## src/rtl/tea_pkg.sv

```systemverilog
// Shared types, constants and the round function for the TEA block cipher.
// Used by tea_half_round and tea_block_cipher_triple; depends on nothing.
`default_nettype none

package tea_pkg;

    // Default cycle count of one TEA pass
    localparam int CYCLES = 32;

    // Number of chained passes in triple mode
    localparam int PASSES = 3;

    // Per-cycle sum increment
    localparam logic [31:0] DELTA = 32'h9E37_79B9;

    // Configuration register indexes
    localparam int REG_IDX_W = 3;
    localparam logic [REG_IDX_W-1:0] REG_KEY0_01 = 3'd0;
    localparam logic [REG_IDX_W-1:0] REG_KEY0_23 = 3'd1;
    localparam logic [REG_IDX_W-1:0] REG_KEY1_01 = 3'd2;
    localparam logic [REG_IDX_W-1:0] REG_KEY1_23 = 3'd3;
    localparam logic [REG_IDX_W-1:0] REG_KEY2_01 = 3'd4;
    localparam logic [REG_IDX_W-1:0] REG_KEY2_23 = 3'd5;
    localparam logic [REG_IDX_W-1:0] REG_TRIPLE  = 3'd6;

    // Opcodes
    localparam logic OP_ENCRYPT = 1'b0;
    localparam logic OP_DECRYPT = 1'b1;

    // 128-bit key: word 0 in [127:96] down to word 3 in [31:0]
    typedef logic [127:0] key_t;
    typedef logic [PASSES-1:0][127:0] key_set_t;

    // One item as it travels down the pipeline
    typedef struct packed {
        logic        valid;
        logic        op;
        logic [31:0] y;
        logic [31:0] z;
    } stage_t;

    // TEA mixing function for one half-update
    function automatic logic [31:0] mix(
        input logic [31:0] x,
        input logic [31:0] k_lo,
        input logic [31:0] k_hi,
        input logic [31:0] sum
    );
        mix = ((x << 4) + k_lo) ^ (x + sum) ^ ((x >> 5) + k_hi);
    endfunction

endpackage

`default_nettype wire

```

## src/rtl/tea_half_round.sv

```systemverilog
// One pipeline stage of TEA: a single Feistel half-update, encrypt or decrypt.
// Depends on tea_pkg.
`default_nettype none

module tea_half_round #(
    parameter int CYCLES  = tea_pkg::CYCLES,
    parameter int PASS    = 0,
    parameter int CYC_IDX = 0,
    parameter int HALF    = 0
) (
    input  wire logic              clk,
    input  wire logic              rst_n,
    input  wire logic              en,
    input  wire logic              triple,
    input  wire tea_pkg::key_set_t keys,
    input  wire tea_pkg::stage_t   stage_in,
    output tea_pkg::stage_t        stage_out
);

    // Running sum seen by this cycle in each direction
    localparam logic [31:0] SUM_ENC = 32'(tea_pkg::DELTA * 32'(CYC_IDX + 1));
    localparam logic [31:0] SUM_DEC = 32'(tea_pkg::DELTA * 32'(CYCLES - CYC_IDX));
    localparam int          DEC_KEY = tea_pkg::PASSES - 1 - PASS;

    logic        valid_reg;
    logic        op_reg;
    logic [31:0] y_reg;
    logic [31:0] z_reg;
    logic [31:0] y_next;
    logic [31:0] z_next;
    logic        active;
    logic        dec;
    logic [31:0] sum;
    tea_pkg::key_t key;
    logic [31:0] ka;
    logic [31:0] kb;
    logic [31:0] kc;
    logic [31:0] kd;

    // Pass 0 always works; later passes only in triple mode
    assign active = (PASS == 0) || triple;
    assign dec    = (stage_in.op == tea_pkg::OP_DECRYPT);
    assign sum    = dec ? SUM_DEC : SUM_ENC;

    // Encrypt uses keys 0,1,2 in order; decrypt 2,1,0 (or key 0 alone)
    always_comb
    begin
        if (dec)
        begin
            key = triple ? keys[DEC_KEY] : keys[0];
        end
        else
        begin
            key = keys[PASS];
        end
    end

    assign ka = key[127:96];
    assign kb = key[95:64];
    assign kc = key[63:32];
    assign kd = key[31:0];

    // Half-update: encrypt does y then z, decrypt does z then y
    generate
        if (HALF == 0)
        begin : g_first
            always_comb
            begin
                y_next = stage_in.y;
                z_next = stage_in.z;
                if (active)
                begin
                    if (dec)
                    begin
                        z_next = stage_in.z - tea_pkg::mix(stage_in.y, kc, kd, sum);
                    end
                    else
                    begin
                        y_next = stage_in.y + tea_pkg::mix(stage_in.z, ka, kb, sum);
                    end
                end
            end
        end
        else
        begin : g_second
            always_comb
            begin
                y_next = stage_in.y;
                z_next = stage_in.z;
                if (active)
                begin
                    if (dec)
                    begin
                        y_next = stage_in.y - tea_pkg::mix(stage_in.z, ka, kb, sum);
                    end
                    else
                    begin
                        z_next = stage_in.z + tea_pkg::mix(stage_in.y, kc, kd, sum);
                    end
                end
            end
        end
    endgenerate

    // Valid bit
    always_ff @(posedge clk or negedge rst_n)
    begin
        if (!rst_n)
        begin
            valid_reg <= 1'b0;
        end
        else if (en)
        begin
            valid_reg <= stage_in.valid;
        end
    end

    // Payload
    always_ff @(posedge clk)
    begin
        if (en)
        begin
            op_reg <= stage_in.op;
            y_reg  <= y_next;
            z_reg  <= z_next;
        end
    end

    assign stage_out.valid = valid_reg;
    assign stage_out.op    = op_reg;
    assign stage_out.y     = y_reg;
    assign stage_out.z     = z_reg;

endmodule

`default_nettype wire

```

## config.mk

```make
export PLATFORM = sky130hd
export DESIGN_NAME = tea_half_round
export DESIGN_NICKNAME = d
export VERILOG_FILES = /design/src/rtl/tea_pkg.sv /design/src/rtl/tea_half_round.sv
export SDC_FILE = /design/constraint.sdc
export NUM_CORES = 1
export LEC_CHECK = 0
export BUFFER_PORTS_ARGS = -buffer_cell sky130_fd_sc_hd__buf_4
export CAP_MARGIN = 40
export CORE_AREA = 2 2 203 205
export DETAILED_ROUTE_END_ITERATION = 8
export DIE_AREA = 0 0 205 207
export GPL_TIMING_DRIVEN = 0
export PLACE_DENSITY = 0.65
export SYNTH_ARGS = -nofsm -noshare
export SYNTH_HDL_FRONTEND = slang
export SYNTH_SLANG_ARGS = --single-unit
```

## constraint.sdc

```tcl
create_clock -name clk -period 0.81 [get_ports clk]
set_clock_uncertainty 0.05 [all_clocks]
set_input_delay 0 -clock clk [delete_from_list [all_inputs] [get_ports clk]]
set_output_delay 0 -clock clk [all_outputs]
set_load 0.01 [all_outputs]
```

### Yosys cells after proc, flatten, opt, wreduce, memory -nomap -nowiden

Index checks and enable logic that the tools add are counted.

* muxes and demuxes: 5
* reduce and logical (&&, ||, !) cells: 0
* order comparisons: 0
* add/sub/neg operators: 8
* eq/ne operators: 0
* $mul: 0
* shift operators: 0
* bitwise gates (word level): 4
* divide/modulo/power cells: 0

Operators by type and width (number)
* two-way mux 128 bit: 2
* adder 32 bit: 5
* bitwise XOR 32 bit: 4
* adder 27 x 32 -> 32 bit: 2
* two-way mux 32 bit: 2
* subtractor 32 bit: 1
* two-way mux 31 bit: 1

* bits in registers: 66
* memory bits (read-only): 0
* output and inout bits: 66
* RAM bits: 0
* bits in latches: 0
* input bits: 454
* memories: 0

### Depth between registers and ports, before layout

Gate-level depths: netlist of the first run.

* depth in word-level cells: 7
* depth in mapped cells: 31
* mapped depth without buffers: 27

### Worst setup path before layout of the first run

OpenSTA, ideal clock, no wires.

* path type: input to register
* start: input stage_in[64] (netlist bit)
* end: register z_reg[31], data pin
* buffers on the path: 4
* setup slack: -6.190 ns
* setup time: 0.265 ns
* arrival time: 6.685 ns
* stages on the path: 27
* path through: nand2_1 -> buf_1 -> clkbuf_1 -> clkbuf_1 -> clkbuf_1 -> mux2_2 -> ha_1 -> fa_1 -> a21o_1 -> a21o_1 -> a21o_1 -> a21o_1 -> a311oi_1 -> nor2_1 -> o41a_1 -> a221o_1 -> xor2_1 -> xnor2_1 -> ha_1 -> a2111oi_0 -> a311oi_1 -> o21a_1 -> o31ai_1 -> nor3_1 -> o211ai_1 -> o211ai_1 -> xor2_1

* longest elaborated chain between the ends: 6

RTL lines
* from (decl): RTL line tea_half_round.sv:16 `input wire tea_pkg::stage_t stage_in,`
* two-way mux 128 bit or two-way mux 31 bit (tied branches): RTL line tea_half_round.sv:48, tea_half_round.sv:43
* adder 32 bit: RTL line tea_pkg.sv:49 `mix = ((x << 4) + k_lo) ^ (x + sum) ^ ((x >> 5) + k_hi);`
* bitwise XOR 32 bit (2 in series): RTL line tea_pkg.sv:49
* subtractor 32 bit: RTL line tea_half_round.sv:75 `z_next = stage_in.z - tea_pkg::mix(stage_in.y, kc, kd, sum);`
* two-way mux 32 bit (*): RTL line tea_half_round.sv:73 `if (dec)`
* via z_next[31]: RTL line tea_half_round.sv:30 `logic [31:0] z_next;`
* to (signal assigned): RTL line tea_half_round.sv:125 `z_reg <= z_next;`
* to (decl): RTL line tea_half_round.sv:28 `logic [31:0] z_reg;`

The timed path passes the listed nets; every way through them passes the cells marked *.
A chain may end at the register's enable or synchronous reset.

### Final worst setup path of the first run

Ends and elaborated chain as after synthesis.

==> results.txt, run 1 <==
Post-Place Cell Area: 19,090 µm²
status: finished with violations
first-pass GRT wire length: 90.52 mm
HP Start: stage_in[28]
FFs w/ async S/R, synth: 1.515%
CP bufs+invs: 5
Worst Hold Path Cells: 2
worst reg2reg path depth: 1
DP Cell Count: 2,715
share of layout cells above drive strength 1: 43.85%
gp weighted congestion: 0.9090
vias per cell: 5.672
RSZ-0062 raised after global routing: yes
CP top delay family: compound AO/OA/AOI/OAI gates
Starting DRT DRC Count: 1,138
crit path max fanout: 6
Site Rows: 74
Rel. slew slack: 38.37%
CTS tree: done
Top FF cell, synth: edfxtp_1
Worst Slack Setup Final: -5.132 ns
CTS buffer count: 9
P per Cell Area: 2901 nW/µm²
fillers: 3,436
WL per Instance: 21.47 µm
CTS Hold Bufs: 16
Commonest cells post-synth: xnor2_1 (277), ha_1 (206), a21oi_1 (166), mux2_2 (131), nand2_1 (122)
worst r2r dst: valid_reg
CP Launch Type: primary input
gr usage total: 27.68%
clk slew on worst S/H paths: 0.06 ns
Die ar.: 42,440 µm²
worst skew pair latency: 0.35 ns
max cap viols: 0
port bufs: 391
most frequent cell after synthesis: xnor2_1
Final Max Slew Viols: 0
Max VDD drop: 1.370 mV
Area Overhead vs Synth: 54.68%
r2r setup slk: 0 ns
Setup crit end kind: register
Post-synth EDFFs: 65
Max Fclk: 168.3 MHz
dpl hpwl: 46.89 mm
H-tree depth: 3
pre-CTS WS: -6.504 ns
vias in the first global route: 16.19k
DR pass1 iterations: 5
syn_area_per_cell: 8.460 µm²
Die Ht: 207 µm
crit-path most repeated cell: a21o_1
slowest cell on the critical path: or4_1
setup TNS: -249.84 ns
total grt overflow: 0
worst slew pin tran: 0.9245 ns
number of synthesized register bits: 66
final WL: 62.58 mm
nets: 3,044
utilization after layout: 58.06%
static leakage: 0.01036 µW
r2r startpoint: valid_reg
failing checks: hold timing, setup timing
worst min-delay path category: in -> reg
CTS Buffer Depth: 2
share of the synthesized area in the top cell type: 17.01%
Hold Worst Slack: -0.04405 ns
Post-Syn Nets: 2,457
Ys Warns: 0
Sink Count: 66
DRC errors left: 0
Mapped Cells: 1,791
pin count of the biggest net entering global routing: 40
Worst EP required: 0.85 ns
I/O Pins: 520
initial antenna violation count: 0
top cells by area, synth: ha_1 (17%), xnor2_1 (16%), edfxtp_1 (13%)
WP data arrival: 5.98 ns
final setup fails: 130
Ant. Diodes: 0
synthesized cell area: 15,150 µm²
crit-path max cell delay: 0.51 ns
cell taking the most area after synthesis: ha_1
remaining antenna violation count: 0
core area: 40,370 µm²
routed vias: 16.53k
Layout Cells excl Fill: 2,915
period utilisation layout: 733.5%
hold endpoint: z_reg[28]
Tmin final: 5.942 ns
Hold Vio Cnt, Final: 9
Synth cell types: 79
critical path class: in -> reg
Die W: 205 µm
post-route cell area: 23,440 µm²
initial core utilization: 37.53%
register area share after synthesis: 13.05%
CTS root buf: clkbuf_16
[layer usage]
| metal | routed length, µm | global-route usage, % | up-vias |
|---|---|---|---|
| met3 | 4531 | 3.194 | 90 |
| met5 | 0 | 0 | - |
| met1 | 27370 | 37.92 | 7901 |
| li1 | - | - | 7841 |
| met4 | 1336 | 6.723 | 0 |
| met2 | 29340 | 46.16 | 701 |
[power breakdown]
part           switching (µW)  leakage [µW]  internal (µW)
Combinational           28400       0.00958          29200
Sequential                888      0.000647           5760
Clock                    1690      0.000129           2070
Total                   31000        0.0104          37000
[timing repair]
item,CTS,global route
pin swaps,113,181
gates resized for setup,292,220
setup buffers,108,84
setup endpoints to repair,131,131
cloned,1,1
hold endpoints to repair,22,15
[cell families (layout without fill, tap and decap cells)]
kind of cell	count (synthesis)	count (layout)	share of synthesized area, %
AO/OA/AOI/OAI	548	548	23.28
multiplexers	147	147	10.79
AND/OR/NAND/NOR	385	385	12.49
XOR/XNOR	352	352	20.53
flip-flops	66	66	13.05
adder cells (fa/ha/maj)	212	212	17.80
buffers and inverters	81	673	2.056
[cell usage in the layout, fill, tap and decap left out, types with 23 or more instances in the layout]
cell,synthesis,routed
a21o_1,97,95
a21oi_1,166,100
a21oi_2,0,58
buf_4,2,463
buf_6,0,96
edfxtp_1,65,65
ha_1,206,164
ha_4,0,37
inv_1,46,45
mux2_2,131,102
mux2_4,0,29
nand2_1,122,113
nand3_1,31,28
nor2_1,70,61
nor3_1,35,26
o21ai_0,75,40
o21ai_1,46,55
o21bai_1,28,23
xnor2_1,277,209
xnor2_2,0,60
xor2_1,73,65
[metrics by stage]
step | power [µW] | hold slack [ns]
final | 67980 | -0.04405
after global routing | 71780 | -0.03811
after CTS | 58840 | -0.05298
after detailed placement | 45130 | -0.2731
after global placement | 44630 | -0.2740
after floorplan | 33800 | -0.3456
[area by class of cell]
class                   count  area [µm²]  area share (%)
clock inverters             5       31.28          0.1335
inverters                  48       183.9          0.7848
clock buffers              11       232.7          0.9930
multi-input cells        1644       15230           64.98
plain buffers              29       300.3           1.281
well taps                 532       665.6           2.840
flip-flops and latches     66        1977           8.435
repair buffers            580        4817           20.55
[worst max-delay path by stage]
stage          slack, ns  depth (start not counted)         start         to
6_report           -5.13                         30  stage_in[64]  z_reg[31]
5_1_grt            -5.31                         29  stage_in[64]  z_reg[31]
4_1_cts            -5.04                         28  stage_in[64]  z_reg[31]
3_5_place_dp       -6.50                         28  stage_in[64]  z_reg[31]
3_3_place_gp       -6.68                         26  stage_in[64]  y_reg[31]
2_1_floorplan      -4.89                         27  stage_in[64]  z_reg[31]
No activity file was read; power rests on OpenSTA's default activity.
==> run 2, diff against run 1 <==
CORE_AREA = 2 2 204 206   (was 2 2 203 205)
DIE_AREA = 0 0 206 208   (was 0 0 205 207)
PLACE_DENSITY = default   (was 0.65)
clock period = 7.2 ns   (was 0.81 ns; I/O delays follow)
==> run 2 against run 1 <==
The run now ends clean. Wire length shrank 10%. First-iteration DRC count shrank 21%. Sequential share of layout area grew 1.7 points. Die area grew 0.97%. Utilization shrank 9.9 points. Cell count shrank 5.4%. Setup slack gained 5.4 ns. Hold slack gained 0.051 ns. Global-route usage shrank 2.1 points. Sequential power shrank 89%. Via count shrank 8.4%. Largest power group unchanged. Highest routed layer unchanged.
==> results.txt, run 2 (synthesis results as in run 1) <==
DRC errors left: 0 (unchanged)
Worst Slack Setup Final: 0.2439 ns (was -5.132 ns)
RSZ-0062 raised after global routing: no (was yes)
P per Cell Area: 287.5 nW/µm² (was 2901 nW/µm²)
CTS buffer count: 9 (unchanged)
nets: 2,887 (was 3,044)
port bufs: 391 (unchanged)
Die ar.: 42,850 µm² (was 42,440 µm²)
Max VDD drop: 0.1262 mV (was 1.370 mV)
WP data arrival: 6.99 ns (was 5.98 ns)
area occupied by multi-input gates: 12,940 µm² (was 15,230 µm²)
I/O Pins: 520 (unchanged)
share of layout cells above drive strength 1: 26.01% (was 43.85%)
worst slew pin tran: 0.7832 ns (was 0.9245 ns)
Hold Worst Slack: 0.006886 ns (was -0.04405 ns)
vias in the first global route: 14.87k (was 16.19k)
Max Fclk: 143.8 MHz
Site Rows: 74 (unchanged)
gp weighted congestion: 0.9225 (was 0.9090)
Die W: 206 µm (was 205 µm)
initial antenna violation count: 0 (unchanged)
worst min-delay path category: in -> reg (unchanged)
Rel. slew slack: 47.78% (was 38.37%)
remaining antenna violation count: 0 (unchanged)
Tmin final: 6.956 ns
dpl hpwl: 47.77 mm (was 46.89 mm)
routed vias: 15.15k (was 16.53k)
DR pass1 iterations: 5 (unchanged)
Area Overhead vs Synth: 28.77% (was 54.68%)
status: finished, final reports clean (was finished with violations)
CTS tree: done (unchanged)
Setup Fix Bufs, Post-CTS: 0 (was 108)
crit-path max cell delay: 0.50 ns (was 0.51 ns)
worst skew pair latency: 0.35 ns (about the same)
max cap viols: 0 (unchanged)
Die Ht: 208 µm (was 207 µm)
Sink Count: 66 (unchanged)
WL per Instance: 20.39 µm (was 21.47 µm)
CTS root buf: clkbuf_16 (unchanged)
most common cell after layout, fill and taps aside: buf_4 (unchanged)
Starting DRT DRC Count: 896 (was 1,138)
total grt overflow: 0 (unchanged)
Setup crit end kind: register (unchanged)
Final Max Slew Viols: 0 (unchanged)
first-pass GRT wire length: 84.46 mm (was 90.52 mm)
Worst EP required: 7.24 ns (was 0.85 ns)
crit path max fanout: 19 (was 6)
clk slew on worst S/H paths: 0.06 ns (about the same)
final WL: 56.24 mm (was 62.58 mm)
fillers: 3,966 (was 3,436)
static leakage: 0.008682 µW (was 0.01036 µW)
Ant. Diodes: 0 (unchanged)
period utilisation layout: 96.61%
initial core utilization: 37.36% (was 37.53%)
CTS Buffer Depth: 2 (unchanged)
Hold Vio Cnt, Final: 0 (was 9)
gr usage total: 25.57% (was 27.68%)
crit-path most repeated cell: a21o_1 (unchanged)
CP Launch Type: primary input (unchanged)
H-tree depth: 3 (unchanged)
final setup fails: 0 (was 130)
pin count of the biggest net entering global routing: 35 (was 40)
core area: 40,550 µm² (was 40,370 µm²)
vias per cell: 5.491 (was 5.672)
slowest cell on the critical path: or4_1 (unchanged)
most frequent cells in the layout: buf_4 (393), xnor2_1 (274), ha_1 (206) (was buf_4 (463), xnor2_1 (209), ha_1 (164))
total area of sequential cells: 1977 µm² (unchanged)
r2r setup slk: 6.41 ns (was 0 ns)
critical path class: in -> reg (unchanged)
pre-CTS WS: -2.328 ns (was -6.504 ns)
-- run 2: metrics by stage --
stage	total power, µW	utilization, %	std cells	cell area (µm²)	setup TNS [ns]
floorplan	3708	-	1791	15150	0
global placement	4927	46.24	2714	18750	-50.61
detailed placement	4978	46.46	2719	18840	-26.65
CTS	5547	48.03	2759	19480	0
global route	6034	48.11	2758	19510	0
finish	5610	48.11	2758	19510	0
-- run 2: power by group --
part | total (µW) | switching (µW) | leakage, µW | internal (µW)
Clock | 499 | 196 | 0.000151 | 303
Sequential | 723 | 76.4 | 0.000647 | 646
Combinational | 4390 | 2390 | 0.00788 | 2000
-- run 2: final timing paths --
kind / startpoint / to / depth (start not counted)
worst min-delay path: stage_in[10] / z_reg[10] / 2
worst max-delay path: stage_in[64] / z_reg[31] / 29
max in group asynchronous: rst_n / valid_reg / 3
min in group asynchronous: rst_n / valid_reg / 3
worst max register to register: valid_reg / valid_reg / 1
worst min register to register: valid_reg / valid_reg / 1
-- run 2: timing repair --
action,CTS,global route
hold endpoints to repair,25,0
endpoints found under the setup margin,22,5
hold buffers,26,0
resized for setup,19,7
-- run 2: per-layer routing --
layer | up-vias | wire, µm | share of wire, % | global-route usage, %
li1 | 7517 | - | - | -
met4 | 0 | 818 | 1.5 | 4.951
met3 | 44 | 2892 | 5.1 | 1.880
met2 | 478 | 25430 | 45 | 41.68
met5 | - | 0 | 0 | 0
met1 | 7106 | 27100 | 48 | 36.90
-- run 2: worst max-delay path: cells and delay by family --
kind	cells	cell delay [ns]
adder cells (fa/ha/maj)	2	0.71
XOR/XNOR	2	0.31
AND/OR/NAND/NOR	6	1.60
buffers and inverters	4	1.09
multiplexers	1	0.40
AO/OA/AOI/OAI	14	2.87
-- run 2: final cells by class --
type | instances | area share [%]
inverters | 48 | 0.9234
multi-input cells | 1644 | 66.31
plain buffers | 30 | 0.7503
flip-flops and latches | 66 | 10.13
well taps | 532 | 3.412
clock inverters | 7 | 0.4810
clock buffers | 9 | 1.154
repair buffers | 422 | 16.83
==> run 3, diff against run 2 <==
ABC_AREA = 1   (was default)
CORE_AREA = 2 2 205 207   (was 2 2 204 206)
DIE_AREA = 0 0 207 209   (was 0 0 206 208)
PLACE_DENSITY = 0.69   (was default)
SKIP_LAST_GASP = 1   (was default)
TNS_END_PERCENT = 10   (was default)
==> run 3 against run 2 <==
Count of clock-buffer cells in the layout unchanged. Design area increased by 12%. Setup slack improved by 0.38 ns. Hold slack about the same. Critical path type unchanged. Largest cell class unchanged. Non-clock buffer count decreased by 5. Clock power decreased by 7.0%. Critical path depth decreased by 1. Cell count increased by 34%. Wire length increased by 33%. Critical endpoint is now z_reg[30].
==> results.txt, run 3 <==
static leakage: 0.01100 µW (was 0.008682 µW)
CTS resizes: 0 (was 19)
FFs w/ async S/R, synth: 1.515% (unchanged)
Sink Count: 66 (unchanged)
synthesized cell area: 17,770 µm² (was 15,150 µm²)
met2 Track Usage GR: 61.09% (was 41.68%)
routed vias: 20.31k (was 15.15k)
pre-CTS WS: 0.2144 ns (was -2.328 ns)
Starting DRT DRC Count: 1,364 (was 896)
Ant. Diodes: 0 (unchanged)
number of synthesized register bits: 66 (unchanged)
Most Crowded Layer GR: met2 (unchanged)
nets: 3,810 (was 2,887)
period utilisation layout: 91.30% (was 96.61%)
pin count of the biggest net entering global routing: 67 (was 35)
most frequent cell after synthesis: nand2_1 (was xnor2_1)
Setup crit end kind: register (unchanged)
core area: 41,290 µm² (was 40,550 µm²)
initial antenna violation count: 0 (unchanged)
Max VDD drop: 0.1228 mV (was 0.1262 mV)
slowest cell on the critical path: ha_1 (was or4_1)
remaining antenna violation count: 0 (unchanged)
Worst EP required: 7.23 ns (was 7.24 ns)
H-tree depth: 3 (unchanged)
CTS root buf: clkbuf_16 (unchanged)
Post-synth EDFFs: 65 (unchanged)
Final Max Slew Viols: 0 (unchanged)
WL per Instance: 20.28 µm (was 20.39 µm)
DR pass1 iterations: 5 (unchanged)
crit-path most repeated cell: nand3_1 (was a21o_1)
Max Fclk: 152.1 MHz (was 143.8 MHz)
CP Launch Type: primary input (unchanged)
P per Cell Area: 254.6 nW/µm² (was 287.5 nW/µm²)
critical path class: in -> reg (unchanged)
worst min-delay path category: in -> reg (unchanged)
most common cell after layout, fill and taps aside: nand2_1 (was buf_4)
Ys Warns: 0 (unchanged)
DRC errors left: 0 (unchanged)
share of the synthesized area in the top cell type: 14.62% (was 17.01%)
Post-Syn Nets: 3,384 (was 2,457)
share of layout cells above drive strength 1: 18.99% (was 26.01%)
most frequent cells in the layout: nand2_1 (692), buf_4 (394), inv_1 (279) (was buf_4 (393), xnor2_1 (274), ha_1 (206))
worst slew pin tran: 0.9252 ns (was 0.7832 ns)
syn_area_per_cell: 6.537 µm² (was 8.460 µm²)
CTS buffer count: 9 (unchanged)
Die ar.: 43,260 µm² (was 42,850 µm²)
GRT met1 Usage: 41.19% (was 36.90%)
I/O Pins: 520 (unchanged)
Commonest cells post-synth: nand2_1 (692), inv_1 (279), nor2_1 (234), a21oi_1 (227), ha_1 (206) (was xnor2_1 (277), ha_1 (206), a21oi_1 (166), mux2_2 (131), nand2_1 (122))
CP top delay family: simple AND/OR/NAND/NOR gates (was compound AO/OA/AOI/OAI gates)
Mapped Cells: 2,718 (was 1,791)
Site Rows: 75 (was 74)
Top FF cell, synth: edfxtp_1 (unchanged)
cell taking the most area after synthesis: nand2_1 (was ha_1)
worst skew pair latency: 0.36 ns (was 0.35 ns)
CTS Buffer Depth: 2 (unchanged)
top cells by area, synth: nand2_1 (15%), ha_1 (15%), edfxtp_1 (11%) (was ha_1 (17%), xnor2_1 (16%), edfxtp_1 (13%))
final WL: 74.79 mm (was 56.24 mm)
Die W: 207 µm (was 206 µm)
RSZ-0062 raised after global routing: no (unchanged)
Area Overhead vs Synth: 23.34% (was 28.77%)
Die Ht: 209 µm (was 208 µm)
Layout Cells excl Fill: 3,688 (was 2,758)
vias in the first global route: 20.30k (was 14.87k)
gr usage total: 33.56% (was 25.57%)
setup TNS: 0 ns (unchanged)
max cap viols: 0 (unchanged)
port bufs: 391 (unchanged)
CTS tree: done (unchanged)
Worst Slack Setup Final: 0.6263 ns (was 0.2439 ns)
status: finished, final reports clean (unchanged)
WP data arrival: 6.61 ns (was 6.99 ns)
Rel. slew slack: 38.32% (was 47.78%)
met3 Usage GRT: 3.111% (was 1.880%)
Hold Vio Cnt, Final: 0 (unchanged)
crit path max fanout: 14 (was 19)
DP Cell Count: 3,649 (was 2,719)
crit-path max cell delay: 0.45 ns (was 0.50 ns)
dpl hpwl: 64.00 mm (was 47.77 mm)
initial core utilization: 43.03% (was 37.36%)
final setup fails: 0 (unchanged)
Synth cell types: 62 (was 79)
total grt overflow: 0 (unchanged)
first-pass GRT wire length: 112.1 mm (was 84.46 mm)
CP bufs+invs: 7 (was 4)
register area share after synthesis: 11.13% (was 13.05%)
clk slew on worst S/H paths: 0.06 ns (about the same)
Tmin final: 6.574 ns (was 6.956 ns)
vias per cell: 5.508 (was 5.491)
gp weighted congestion: 1.001 (was 0.9225)
run 3: changes by cell type after synthesis, sizes merged, moves of 16 or more:
| cell | previous run | this run |
|---|---|---|
| nand2b | 26 | 1 |
| mux2 | 131 | 109 |
| nor2 | 70 | 239 |
| nand3 | 31 | 136 |
| a21o | 97 | 44 |
| xor2 | 73 | 152 |
| o21ai | 121 | 165 |
| xnor2 | 277 | 125 |
| inv | 47 | 280 |
| or2 | 6 | 27 |
| a211oi | 19 | 3 |
| nand2 | 122 | 695 |
| a21oi | 166 | 231 |
run 3: path summary, 6_finish.rpt:
| path | cells after the start | slack (ns) | startpoint | endpoint |
|---|---|---|---|---|
| setup reg to reg | 1 | 6.38 | valid_reg | valid_reg |
| setup / recovery | 28 | 0.63 | stage_in[64] | z_reg[30] |
| min in group asynchronous | 3 | 0.43 | rst_n | valid_reg |
| hold reg to reg | 1 | 0.50 | valid_reg | valid_reg |
| hold / removal | 3 | 0.007 | stage_in[30] | z_reg[30] |
| max in group asynchronous | 3 | 6.56 | rst_n | valid_reg |
run 3: layout make-up:
type / count / area, µm²
multi-input cells: 2340 / 14580
plain buffers: 32 / 166.4
clock buffers: 9 / 225.2
repair buffers: 415 / 3177
fillers: 4138 / 19370
inverters: 280 / 1051
clock inverters: 7 / 68.82
flip-flops and latches: 66 / 1977
well taps: 539 / 674.4
run 3: logic make-up after synthesis:
group / share of synthesized area, %
xor+xnor: 13.78
mux: 7.359
buf+inv: 6.844
simple gates: 28.29
compound gates: 17.41
fa+ha+maj: 15.18
flops: 11.13
run 3: where the power goes:
part	internal [µW]	total, µW	switching [µW]
registers	604	678	74.0
clock network	267	464	196
logic	1670	4440	2770
total	2540	5580	3040
run 3: routing by layer:
metal  vias up  share of wire (%)
li1      10070                  -
met1      9334                 42
met2       794                 49
met3       116                6.0
met4         0                3.3
met5         -                  0
run 3: metrics by stage:
step / util [%] / total power, µW / hold slack [ns] / cell area (µm²)
CTS: 53.08 / 5519 / 0.0006445 / 21910
global placement: 51.78 / 4986 / -0.2740 / 21380
detailed placement: 51.81 / 5017 / -0.2728 / 21390
floorplan: - / 3575 / -0.3456 / 17770
finish: 53.08 / 5580 / 0.007047 / 21910
global route: 53.08 / 6034 / 0.01315 / 21910
run 3: repair_timing:
| action | in CTS | in global routing |
|---|---|---|
| setup buffers | 0 | 0 |
| hold endpoints to repair | 22 | 0 |
| hold buffers | 23 | 0 |
